File: config.mk
export PLATFORM = sky130hd
export DESIGN_NAME = led_pattern_sequencer
export DESIGN_NICKNAME = d
export VERILOG_FILES = /design/src/lps_pkg.sv /design/src/lps_step_logic.sv /design/src/led_pattern_sequencer.sv
export SDC_FILE = /design/constraint.sdc
export NUM_CORES = 1
export LEC_CHECK = 0
export BUFFER_PORTS_ARGS = -buffer_cell sky130_fd_sc_hd__clkbuf_2
export CAP_MARGIN = 10
export CELL_PAD_IN_SITES_DETAIL_PLACEMENT = 2
export CELL_PAD_IN_SITES_GLOBAL_PLACEMENT = 2
export CORE_ASPECT_RATIO = 1.1
export CORE_MARGIN = 2
export CORE_UTILIZATION = 34
export CTS_CLUSTER_DIAMETER = 150
export DETAILED_ROUTE_END_ITERATION = 6
export HOLD_SLACK_MARGIN = 0.1
export PLACE_DENSITY = 0.74
export REMOVE_ABC_BUFFERS = 1
export SETUP_SLACK_MARGIN = 0.2
export SYNTH_ARGS = -nofsm -noshare
export SYNTH_HDL_FRONTEND = slang
export SYNTH_SLANG_ARGS = --single-unit
File: constraint.sdc
create_clock -name clk -period 3 [get_ports clk]
set_clock_uncertainty 0.05 [all_clocks]
set_input_delay 0.45 -clock clk [delete_from_list [all_inputs] [get_ports clk]]
set_output_delay 0.45 -clock clk [all_outputs]
set_load 0.005 [all_outputs]
File: src/lps_pkg.sv
// shared types, constants and the pattern step rom for the led pattern sequencer
package lps_pkg;

    localparam int MAX_STEPS  = 8;
    localparam int TIME_WIDTH = 12;

    // step counts and lengths up to 31
    localparam int LEN_W = 5;

    localparam int NUM_PATTERNS = 9;

    typedef enum logic [1:0] {
        FUNC_TICK = 2'd0,
        FUNC_PLAY = 2'd1,
        FUNC_STOP = 2'd2
    } func_t;

    localparam logic [3:0] PAT_INSERT    = 4'd0;
    localparam logic [3:0] PAT_EXTRACT   = 4'd1;
    localparam logic [3:0] PAT_AMBIGUOUS = 4'd2;
    localparam logic [3:0] PAT_PASS      = 4'd3;
    localparam logic [3:0] PAT_FAIL      = 4'd4;
    localparam logic [3:0] PAT_MESH      = 4'd5;
    localparam logic [3:0] PAT_IDLE      = 4'd6;
    localparam logic [3:0] PAT_HOLD      = 4'd7;
    localparam logic [3:0] PAT_RESET     = 4'd8;
    localparam logic [3:0] PAT_SLEEP     = 4'd9;

    typedef struct packed {
        logic [7:0]            red;
        logic [7:0]            green;
        logic [7:0]            blue;
    } colour_t;

    typedef struct packed {
        colour_t               colour;
        logic [TIME_WIDTH-1:0] lit_ms;
        logic [TIME_WIDTH-1:0] dark_ms;
    } step_t;

    typedef struct packed {
        logic [LEN_W-1:0]      count;
        logic                  loops;
    } pat_info_t;

    typedef struct packed {
        logic [3:0]            active_pattern;
        logic [2:0]            step_index;
        logic                  gap_phase;
        logic [TIME_WIDTH-1:0] ms_remaining;
        logic                  busy;
        colour_t               shown;
    } state_t;

    function automatic step_t mk_step(input logic [7:0] r, input logic [7:0] g,
                                      input logic [7:0] b, input int lit, input int dark);
        step_t s;
        s.colour.red   = r;
        s.colour.green = g;
        s.colour.blue  = b;
        s.lit_ms       = TIME_WIDTH'(lit);
        s.dark_ms      = TIME_WIDTH'(dark);
        return s;
    endfunction

    function automatic pat_info_t pattern_info(input logic [3:0] p);
        pat_info_t info;
        info = '0;
        unique case (p)
            PAT_INSERT:    info = '{count: LEN_W'(1), loops: 1'b0};
            PAT_EXTRACT:   info = '{count: LEN_W'(1), loops: 1'b0};
            PAT_AMBIGUOUS: info = '{count: LEN_W'(1), loops: 1'b0};
            PAT_PASS:      info = '{count: LEN_W'(1), loops: 1'b0};
            PAT_FAIL:      info = '{count: LEN_W'(2), loops: 1'b0};
            PAT_MESH:      info = '{count: LEN_W'(8), loops: 1'b1};
            PAT_IDLE:      info = '{count: LEN_W'(1), loops: 1'b1};
            PAT_HOLD:      info = '{count: LEN_W'(8), loops: 1'b1};
            PAT_RESET:     info = '{count: LEN_W'(1), loops: 1'b1};
            default:       info = '0;
        endcase
        // patterns longer than the step limit are cut short
        if (info.count > LEN_W'(MAX_STEPS))
        begin
            info.count = LEN_W'(MAX_STEPS);
        end
        return info;
    endfunction

    function automatic step_t pattern_step(input logic [3:0] p, input logic [2:0] s);
        step_t st;
        st = '0;
        unique case ({p, s})
            {PAT_INSERT,    3'd0}: st = mk_step(8'd0,   8'd255, 8'd0,   100,  0);
            {PAT_EXTRACT,   3'd0}: st = mk_step(8'd255, 8'd0,   8'd0,   100,  0);
            {PAT_AMBIGUOUS, 3'd0}: st = mk_step(8'd255, 8'd180, 8'd0,   100,  0);
            {PAT_PASS,      3'd0}: st = mk_step(8'd0,   8'd255, 8'd0,   2000, 0);
            {PAT_FAIL,      3'd0}: st = mk_step(8'd255, 8'd0,   8'd0,   100,  100);
            {PAT_FAIL,      3'd1}: st = mk_step(8'd255, 8'd0,   8'd0,   100,  0);
            {PAT_MESH,      3'd0}: st = mk_step(8'd0,   8'd0,   8'd32,  200,  0);
            {PAT_MESH,      3'd1}: st = mk_step(8'd0,   8'd0,   8'd64,  200,  0);
            {PAT_MESH,      3'd2}: st = mk_step(8'd0,   8'd0,   8'd128, 200,  0);
            {PAT_MESH,      3'd3}: st = mk_step(8'd0,   8'd0,   8'd255, 200,  0);
            {PAT_MESH,      3'd4}: st = mk_step(8'd0,   8'd0,   8'd128, 200,  0);
            {PAT_MESH,      3'd5}: st = mk_step(8'd0,   8'd0,   8'd64,  200,  0);
            {PAT_MESH,      3'd6}: st = mk_step(8'd0,   8'd0,   8'd32,  200,  0);
            {PAT_MESH,      3'd7}: st = mk_step(8'd0,   8'd0,   8'd0,   200,  0);
            {PAT_IDLE,      3'd0}: st = mk_step(8'd30,  8'd30,  8'd30,  200,  2800);
            {PAT_HOLD,      3'd0}: st = mk_step(8'd32,  8'd0,   8'd0,   200,  0);
            {PAT_HOLD,      3'd1}: st = mk_step(8'd64,  8'd0,   8'd0,   200,  0);
            {PAT_HOLD,      3'd2}: st = mk_step(8'd128, 8'd0,   8'd0,   200,  0);
            {PAT_HOLD,      3'd3}: st = mk_step(8'd255, 8'd0,   8'd0,   200,  0);
            {PAT_HOLD,      3'd4}: st = mk_step(8'd128, 8'd0,   8'd0,   200,  0);
            {PAT_HOLD,      3'd5}: st = mk_step(8'd64,  8'd0,   8'd0,   200,  0);
            {PAT_HOLD,      3'd6}: st = mk_step(8'd32,  8'd0,   8'd0,   200,  0);
            {PAT_HOLD,      3'd7}: st = mk_step(8'd0,   8'd0,   8'd0,   200,  0);
            {PAT_RESET,     3'd0}: st = mk_step(8'd255, 8'd0,   8'd0,   100,  100);
            default:               st = '0;
        endcase
        return st;
    endfunction

endpackage

File: src/lps_step_logic.sv
// next-state logic of the sequencer for one command word
module lps_step_logic (
    input  logic [1:0]      func,
    input  logic [3:0]      pattern,
    input  lps_pkg::state_t cur,
    output lps_pkg::state_t nxt
);

    lps_pkg::step_t    cur_step;
    lps_pkg::step_t    new_step;
    lps_pkg::step_t    play_step;
    lps_pkg::pat_info_t info;
    logic [lps_pkg::LEN_W-1:0] step_inc;
    logic              at_end;
    logic [2:0]        enter_idx;

    assign cur_step  = lps_pkg::pattern_step(cur.active_pattern, cur.step_index);
    assign info      = lps_pkg::pattern_info(cur.active_pattern);
    assign step_inc  = lps_pkg::LEN_W'(cur.step_index) + lps_pkg::LEN_W'(1);
    assign at_end    = (step_inc >= info.count);
    assign enter_idx = at_end ? 3'd0 : step_inc[2:0];
    assign new_step  = lps_pkg::pattern_step(cur.active_pattern, enter_idx);
    assign play_step = lps_pkg::pattern_step(pattern, 3'd0);

    always_comb
    begin
        nxt = cur;
        unique case (func)
            lps_pkg::FUNC_TICK:
            begin
                if (cur.busy)
                begin
                    if (cur.ms_remaining <= lps_pkg::TIME_WIDTH'(1))
                    begin
                        if (!cur.gap_phase && (cur_step.dark_ms != '0))
                        begin
                            // lit phase over, go dark for the gap
                            nxt.gap_phase    = 1'b1;
                            nxt.shown        = '0;
                            nxt.ms_remaining = cur_step.dark_ms;
                        end
                        else if (at_end && !info.loops)
                        begin
                            nxt = '0;
                        end
                        else
                        begin
                            nxt.step_index   = enter_idx;
                            nxt.gap_phase    = 1'b0;
                            nxt.shown        = new_step.colour;
                            nxt.ms_remaining = new_step.lit_ms;
                        end
                    end
                    else
                    begin
                        nxt.ms_remaining = cur.ms_remaining - lps_pkg::TIME_WIDTH'(1);
                    end
                end
            end
            lps_pkg::FUNC_PLAY:
            begin
                nxt = '0;
                // sleep and unknown pattern numbers leave the block dark and idle
                if (pattern < 4'(lps_pkg::NUM_PATTERNS))
                begin
                    nxt.active_pattern = pattern;
                    nxt.busy           = 1'b1;
                    nxt.shown          = play_step.colour;
                    nxt.ms_remaining   = play_step.lit_ms;
                end
            end
            lps_pkg::FUNC_STOP:
            begin
                nxt = '0;
            end
            default:
            begin
                nxt = cur;
            end
        endcase
    end

endmodule

File: src/led_pattern_sequencer.sv
// top level of the led pattern sequencer: input register, state and result register
//
// usage
//   slave channel takes one command word per handshake: s_tuser carries the
//   function (tick, play, stop), s_tdata carries the pattern number for play
//   master channel returns one word for every command: the colour now shown
//   and a running flag
//   m_tvalid rises when a command moves from the input register into the state
//   and result registers; with m_tready high one word is taken every cycle, so
//   the sustained rate is one command per cycle, set by the single state update
//   path through the step rom lookup into the state and result registers
//   when the receiver stalls, one finished word waits in the result register
//   and one more command is held in the input register; s_tready drops only
//   when both are full
//   reset clears the state: the led is dark, no pattern runs, both
//   registers are empty
//   one tick command stands for one millisecond of pattern time
module led_pattern_sequencer (
    input  logic        clk,
    input  logic        rst_n,
    input  logic        s_tvalid,
    output logic        s_tready,
    input  logic [7:0]  s_tdata,  // [3:0] pattern, [7:4] zero
    input  logic [1:0]  s_tuser,  // [1:0] func
    output logic        m_tvalid,
    input  logic        m_tready,
    output logic [31:0] m_tdata   // [7:0] red, [15:8] green, [23:16] blue, [24] running
);

    logic            in_valid_reg;
    logic [1:0]      func_reg;
    logic [3:0]      pattern_reg;
    lps_pkg::state_t state_reg;
    lps_pkg::state_t state_next;
    logic            out_valid_reg;
    logic [24:0]     result_reg;
    logic            advance;

    assign advance  = in_valid_reg && (!out_valid_reg || m_tready);
    assign s_tready = !in_valid_reg || advance;

    lps_step_logic u_step (
        .func    (func_reg),
        .pattern (pattern_reg),
        .cur     (state_reg),
        .nxt     (state_next)
    );

    always_ff @(posedge clk or negedge rst_n)
    begin
        if (!rst_n)
        begin
            in_valid_reg  <= 1'b0;
            out_valid_reg <= 1'b0;
            state_reg     <= '0;
        end
        else
        begin
            if (s_tready)
            begin
                in_valid_reg <= s_tvalid;
            end
            if (advance)
            begin
                state_reg     <= state_next;
                out_valid_reg <= 1'b1;
            end
            else if (m_tready)
            begin
                out_valid_reg <= 1'b0;
            end
        end
    end

    always_ff @(posedge clk)
    begin
        if (s_tready && s_tvalid)
        begin
            func_reg    <= s_tuser;
            pattern_reg <= s_tdata[3:0];
        end
        if (advance)
        begin
            result_reg <= {state_next.busy, state_next.shown.blue,
                           state_next.shown.green, state_next.shown.red};
        end
    end

    assign m_tvalid = out_valid_reg;
    assign m_tdata  = {7'd0, result_reg};

endmodule

==> impl_metrics.ini, run 1 <==
[timing]
setup_viol = 1
hold_viol_final = 0
slew_headroom = 0.356
fin_crit_sh = 1.00
drv_slew = 0
rsz0062_at_grt = yes
worst_pin_slew_ns = 0.956
period_minus_slack_ns = 3.00
post-route-worst-setup-slack_ns = -0.00279
max_freq_ghz = 0.333

[clocking]
path_clk_slew_ns = 0.07
cts_tree = yes
htree_levels = 3
cts_buffer_depth = 2
ctsRootBufferMaster = clkbuf_16
cts.sinks = 78
insertion_delay_ns = 0.36
cts_buffers = 9

[synthesis]
synth_area_um2 = 4890
synth_area_leaders = dfrtp_1, edfxtp_1, o21ai_0, nand2_1, nor2_1
synthDistinctLibCells = 77
yosysWarnings = 0
synth_area_per_cell_um2 = 9.20
ys.flop_type = dfrtp_1
ys_async_sr_fraction = 0.603
synth_top_area_frac = 0.241
synth_cells = 531
netlist.top_cell.by_area = dfrtp_1
synth-edff-count = 31
synth_seq_cells = 78
seq_area_frac_synth = 0.431

[place]
pre_cts_ws_ns = -0.244
port_buffers = 36
dp_hpwl_um = 12900
gp_congestion = 0.817

[power]
total_power_mw = 3.81
worst_ir_drop_vdd_mv = 0.273
p_leak_nw = 2.76
power.density_nw_per_um2 = 569

[outcome]
outcome = finished, violations left
violations = negative setup slack

[die]
chipHeight_um = 130
die_area_um2 = 15300
core-area_um2 = 13900
die_w_um = 118
start_util = 0.351
ios = 48
rows = 45

[setup_path]
worstSetupEndpointType = register
startpoint_type = register
cp_max_fo = 6
crit_arrival_ns = 3.16
critical_path_class = reg2reg
worstPathRequired_ns = 3.16

[global_route]
antenna_found_initial = 0
grt_usage = 0.245
gr-total-overflow = 0
grt_pass1_vias = 5128
grt_start_max_net_pins = 37
grt_pass1_wl_um = 29200

[run]
drv_cap = 0

[detailed_routing]
routed_wl_um = 20500
vias = 4777
via_per_inst = 5.85
drc = 0
ant_nets = 0
wl_per_cell_um = 25.1
drt-initial-drc-count = 174
first_pass_iters = 4

[min_path]
hp-class = in2reg

[final_layout]
drive_gt1_frac = 0.361
num_antenna_cells = 0
nNetsFinal = 645
largest_reg_flops = 45
syn_to_final_growth_pct = 36.9
## power breakdown
part | internal [mW] | switching (mW)
registers | 1.29 | 0.209
clock network | 0.656 | 0.518
logic | 0.463 | 0.673
total | 2.41 | 1.40
## timing repair
action | CTS | global route
hold endpoints to repair | 42 | 0
hold buffers | 1 | 0
cloned | 0 | 1
buffers inserted | 4 | 12
resized for setup | 55 | 96
pin swaps | 7 | 40
endpoints found under the setup margin | 62 | 64
## cell usage in the layout, fill, tap and decap left out, drive strengths merged, types with 5 or more instances in the layout
cell type / netlist / final
buf: 20 / 73
nand2: 54 / 54
o21ai: 50 / 50
dfrtp: 47 / 47
clkbuf: 15 / 46
nor2: 40 / 40
edfxtp: 31 / 31
a21oi: 28 / 28
nand3: 28 / 28
inv: 19 / 23
nor3: 13 / 13
a21o: 12 / 12
o21a: 12 / 12
nand2b: 10 / 10
and2: 7 / 7
conb: 1 / 7
mux2i: 7 / 7
ha: 7 / 7
o2111ai: 7 / 7
or2: 6 / 6
a211oi: 6 / 6
xnor2: 5 / 5
a221o: 5 / 5
o211ai: 5 / 5
or3: 5 / 5
a22o: 5 / 5
o31ai: 5 / 5
a311oi: 5 / 5
## cells by family (layout without fill, tap and decap cells)
kind of cell               count (synthesis)  count (layout)  share of synthesized area
AOI/OAI and AO/OA                        174             174                      0.249
xor gates and xnor gates                   7               7                     0.0125
adders and majority gates                  8               8                     0.0200
buffers and inverters                     54             146                     0.0499
DFF                                       78              78                      0.431
muxes                                      9               9                     0.0190
other                                      1               7                   0.000768
and+or+nand+nor                          200             200                      0.217
## per-stage QoR
| step | setup TNS (ns) | hold slack (ns) | utilization | instances | area [um2] |
|---|---|---|---|---|---|
| after floorplan | -2.22 | 0.104 | - | 502 | 4740 |
| after global placement | -1.32 | 0.406 | 0.401 | 783 | 5580 |
| after detailed placement | -3.10 | 0.422 | 0.401 | 783 | 5580 |
| after CTS | 0 | 0.209 | 0.442 | 804 | 6140 |
| after global routing | -0.339 | 0.214 | 0.481 | 817 | 6690 |
| final | -0.00279 | 0.209 | 0.481 | 817 | 6690 |
## layer usage
metal,GRT usage,part of all wire,vias to the layer above
met2,0.443,0.53,106
met4,0.105,0.037,0
met5,0,0,-
li1,-,-,2165
met3,0.0315,0.025,45
met1,0.296,0.41,2461
## area by class of cell
type,count,area [um2]
clock inverter,7,77.6
inverter,19,71.3
fill,1451,7220
timing repair buffer,111,875
multi-input combinational,405,3090
clock buffer,9,225
tap,188,235
sequential,78,2110
## worst paths after layout
| path | startpoint | to | slack, ns | cells after the start |
|---|---|---|---|---|
| max in group asynchronous | rst_n | state_reg[38] | 1.95 | 3 |
| min | s_tdata[0] | pattern_reg[0] | 0.21 | 1 |
| max reg2reg | state_reg[41] | result_reg[22] | -0.003 | 8 |
| min reg2reg | state_reg[8] | state_reg[8] | 0.46 | 1 |
| max | state_reg[41] | result_reg[22] | -0.003 | 8 |
| min in group asynchronous | rst_n | state_reg[19] | 0.56 | 3 |
## worst max-delay path, stage by stage, from the launching register on
cell	delay, ns
dfrtp_1	0.42
buf_6	0.15
or4b_4	0.55
ha_4	0.27
a2111oi_4	0.35
buf_6	0.18
o2111ai_4	0.17
or4b_4	0.57
o21ai_2	0.15
## synth_stat cells (3+ instances only)
cell,count
edfxtp_1,31
or4_1,4
a221oi_1,4
nand2_1,54
a21o_1,12
nor2_1,40
o2111ai_1,6
o21ai_0,45
o31ai_1,3
and2_1,7
or2_2,5
a22o_1,5
o211ai_1,5
mux2i_1,7
clkbuf_1,15
dfrtp_1,47
a311oi_1,5
o21a_1,12
and3_1,3
a221o_1,5
a31oi_1,4
nand3b_1,4
a21oi_1,28
a211oi_1,6
inv_1,19
nand2b_1,10
ha_1,7
or3_1,5
o22ai_1,4
o21ai_1,4
nand3_1,28
buf_2,12
nor2b_1,4
xnor2_1,5
nor3_1,12
buf_4,7
nor3b_1,3
Power figures use the tool's default switching activity.
==> run 2: changes to the inputs <==
--- a/config.mk
+++ b/config.mk
@@ -6,18 +6,19 @@
 export NUM_CORES = 1
 export LEC_CHECK = 0
 export BUFFER_PORTS_ARGS = -buffer_cell sky130_fd_sc_hd__clkbuf_2
-export CAP_MARGIN = 10
+export CAP_MARGIN = 0
 export CELL_PAD_IN_SITES_DETAIL_PLACEMENT = 2
 export CELL_PAD_IN_SITES_GLOBAL_PLACEMENT = 2
 export CORE_ASPECT_RATIO = 1.1
 export CORE_MARGIN = 2
-export CORE_UTILIZATION = 34
+export CORE_UTILIZATION = 35
 export CTS_CLUSTER_DIAMETER = 150
 export DETAILED_ROUTE_END_ITERATION = 6
 export HOLD_SLACK_MARGIN = 0.1
-export PLACE_DENSITY = 0.74
+export PLACE_DENSITY = 0.73
 export REMOVE_ABC_BUFFERS = 1
 export SETUP_SLACK_MARGIN = 0.2
 export SYNTH_ARGS = -nofsm -noshare
 export SYNTH_HDL_FRONTEND = slang
+export SYNTH_HIERARCHICAL = 1
 export SYNTH_SLANG_ARGS = --single-unit
==> run 2 against run 1 <==
Against the previous run: the flow still finishes with violations (negative setup slack); worst hold slack worse by 0.039 ns; sequential power is 7% lower; via count is 5.4% lower; flip-flop and latch count stayed put; die area is 0.52% lower; largest power group is now combinational cells; power is 17% higher; critical path depth is 5 higher; global-route usage is 0.29 points higher; worst setup slack worse by 0.36 ns; sequential share of layout area is 0.65 points lower; wire length is 0.19% higher.
==> impl_metrics.ini, run 2 <==
[outcome]
outcome = finished, violations left
violations = negative setup slack

[clocking]
cts_buffers = 9
insertion_delay_ns = 0.36
ctsRootBufferMaster = clkbuf_16
cts_tree = yes
path_clk_slew_ns = 0.07
hold_buffers = 0
cts_buffer_depth = 2
cts.sinks = 78
htree_levels = 3

[synthesis]
synthDistinctLibCells = 74
synth-edff-count = 31
synth_area_um2 = 5000
ys.flop_type = dfrtp_1
synth_seq_cells = 78
netlist.top_cell.by_area = dfrtp_1
synth_top_area_frac = 0.235
ys_async_sr_fraction = 0.603
yosysWarnings = 6
synth_area_leaders = dfrtp_1, edfxtp_1, mux2_4, a21oi_1, nand2_1
seq_area_frac_synth = 0.421
synth_area_per_cell_um2 = 10.6
yosysMostFrequentCell = dfrtp_1
synth_cells = 474
ys_top_cells_by_count = dfrtp_1, mux2_4, nand2_1, edfxtp_1, a21oi_1

[timing]
worst_pin_slew_ns = 0.777
post-route-worst-setup-slack_ns = -0.365
period_minus_slack_ns = 3.36
max_freq_ghz = 0.297
hold_viol_final = 0
fin_crit_sh = 1.12
slew_headroom = 0.478
finalSetupTns_ns = -10.93
setup_viol = 54
holdWs_ns = 0.171
rsz0062_at_grt = yes
drv_slew = 0

[setup_path]
crit_buf_inv = 5
r2r-start = state_reg[41]
cp_max_fo = 7
worstPathRequired_ns = 3.19
cp_cell_sequence = buf_6 -> or4b_4 -> ha_4 -> a211o_4 -> o21ai_4 -> buf_6 -> nor4_4 -> o31ai_4 -> buf_6 -> buf_16 -> buf_12 -> o21ai_4 -> mux2_4
crit_arrival_ns = 3.55
cp-startpoint = state_reg[41]
critical_path_class = reg2reg
startpoint_type = register
cp_common_cell = buf_6
path_delay_family = compound AO/OA/AOI/OAI gates
slowest_stage = or4b_4
worstSetupEndpointType = register
worst_path_largest_cell_delay_ns = 0.52

[final_layout]
drive_gt1_frac = 0.450
syn_to_final_growth_pct = 36.5
nNetsFinal = 607
seq_area_um2 = 2110
multiInputGateArea_um2 = 3130
num_antenna_cells = 0
n_fill_cell = 1424
instances_no_fill = 779
final_common_cell = buf_4
fin_util = 0.491
largest_reg_flops = 45
finalInstanceArea_um2 = 6830
final_cell_mix = buf_4, dfrtp_1, mux2_4, clkbuf_2, nand2_1

[die]
start_util = 0.360
ios = 48
die_area_um2 = 15300
chipHeight_um = 129
rows = 45
die_w_um = 118
core-area_um2 = 13900

[global_route]
gr-total-overflow = 0
grt_pass1_vias = 4979
grt_start_max_net_pins = 48
antenna_found_initial = 0
grt_usage = 0.248
grt_pass1_wl_um = 29000

[detailed_routing]
via_per_inst = 5.80
wl_per_cell_um = 26.4
vias = 4520
routed_wl_um = 20500
drc = 0
first_pass_iters = 4
ant_nets = 0
drt-initial-drc-count = 254

[place]
dp_hpwl_um = 11800
port_buffers = 36
post_dp_cell_area_um2 = 5780
gp_congestion = 0.862
placed_cells = 740
pre_cts_ws_ns = -0.405

[power]
p_leak_nw = 2.91
worst_ir_drop_vdd_mv = 0.375
total_power_mw = 4.45
power.density_nw_per_um2 = 652

[min_path]
hp-class = in2async

[run]
drv_cap = 0
-- run 2: cell count changes in the layout (fill, tap and decap cells not counted), sizes merged, moves of 15 or more --
cell,change
nand3,-21
nand2,-15
o21ai,-24
mux2,+43
buf,+20
o211ai,+15
-- run 2: cell type report --
class / instances / area share
Multi-Input combinational cell: 354 / 0.459
Sequential cell: 78 / 0.309
Timing Repair Buffer: 129 / 0.146
Tap cell: 188 / 0.0345
Clock buffer: 10 / 0.0335
Clock inverter: 6 / 0.0104
Inverter: 14 / 0.00770
-- run 2: timing repair --
action / 4_1_cts / 5_1_grt
cloned: 2 / 0
pin swaps: 29 / 34
resized for setup: 55 / 51
endpoints found under the setup margin: 62 / 69
setup buffers: 9 / 12
-- run 2: power breakdown --
group / internal (mW) / switching, mW / total (mW)
Clock: 0.653 / 0.506 / 1.16
Combinational: 0.814 / 1.07 / 1.89
Sequential: 1.25 / 0.154 / 1.40
-- run 2: final timing paths --
check / slack, ns / cells past startpoint / endpoint
worst max-delay path: -0.36 / 13 / state_reg[21]
worst min-delay path: 0.17 / 2 / state_reg[2]
worst max register to register: -0.36 / 13 / state_reg[21]
worst min register to register: 0.47 / 1 / state_reg[15]
max in group asynchronous: 2.24 / 2 / state_reg[42]
min in group clk: 0.22 / 1 / pattern_reg[1]
-- run 2: cells by family after synthesis --
| logic type | Yosys count | synth area share |
|---|---|---|
| adders and majority gates | 7 | 0.0175 |
| buffers and inverters | 49 | 0.0518 |
| and+or+nand+nor | 143 | 0.152 |
| AOI/OAI and AO/OA | 136 | 0.195 |
| muxes | 48 | 0.137 |
| DFF | 78 | 0.421 |
| xor gates and xnor gates | 12 | 0.0255 |
| other | 1 | 0.000750 |
-- run 2: worst register-to-register path, delay by kind of cell (launching register included) --
| family | cells | cell delay, ns |
|---|---|---|
| compound gates | 4 | 0.95 |
| simple gates | 2 | 0.58 |
| flops | 1 | 0.43 |
| fa+ha+maj | 1 | 0.26 |
| mux | 1 | 0.28 |
| buf+inv | 5 | 0.71 |
-- run 2: routing by layer --
layer  GRT usage  up-vias  wire length [um]  part of all wire
li1            -     2003                 -                 -
met2       0.468      149             11000              0.54
met5           0        -                 0                 0
met1       0.287     2322              8020              0.39
met4       0.101        0               772             0.038
met3      0.0290       46               730             0.036
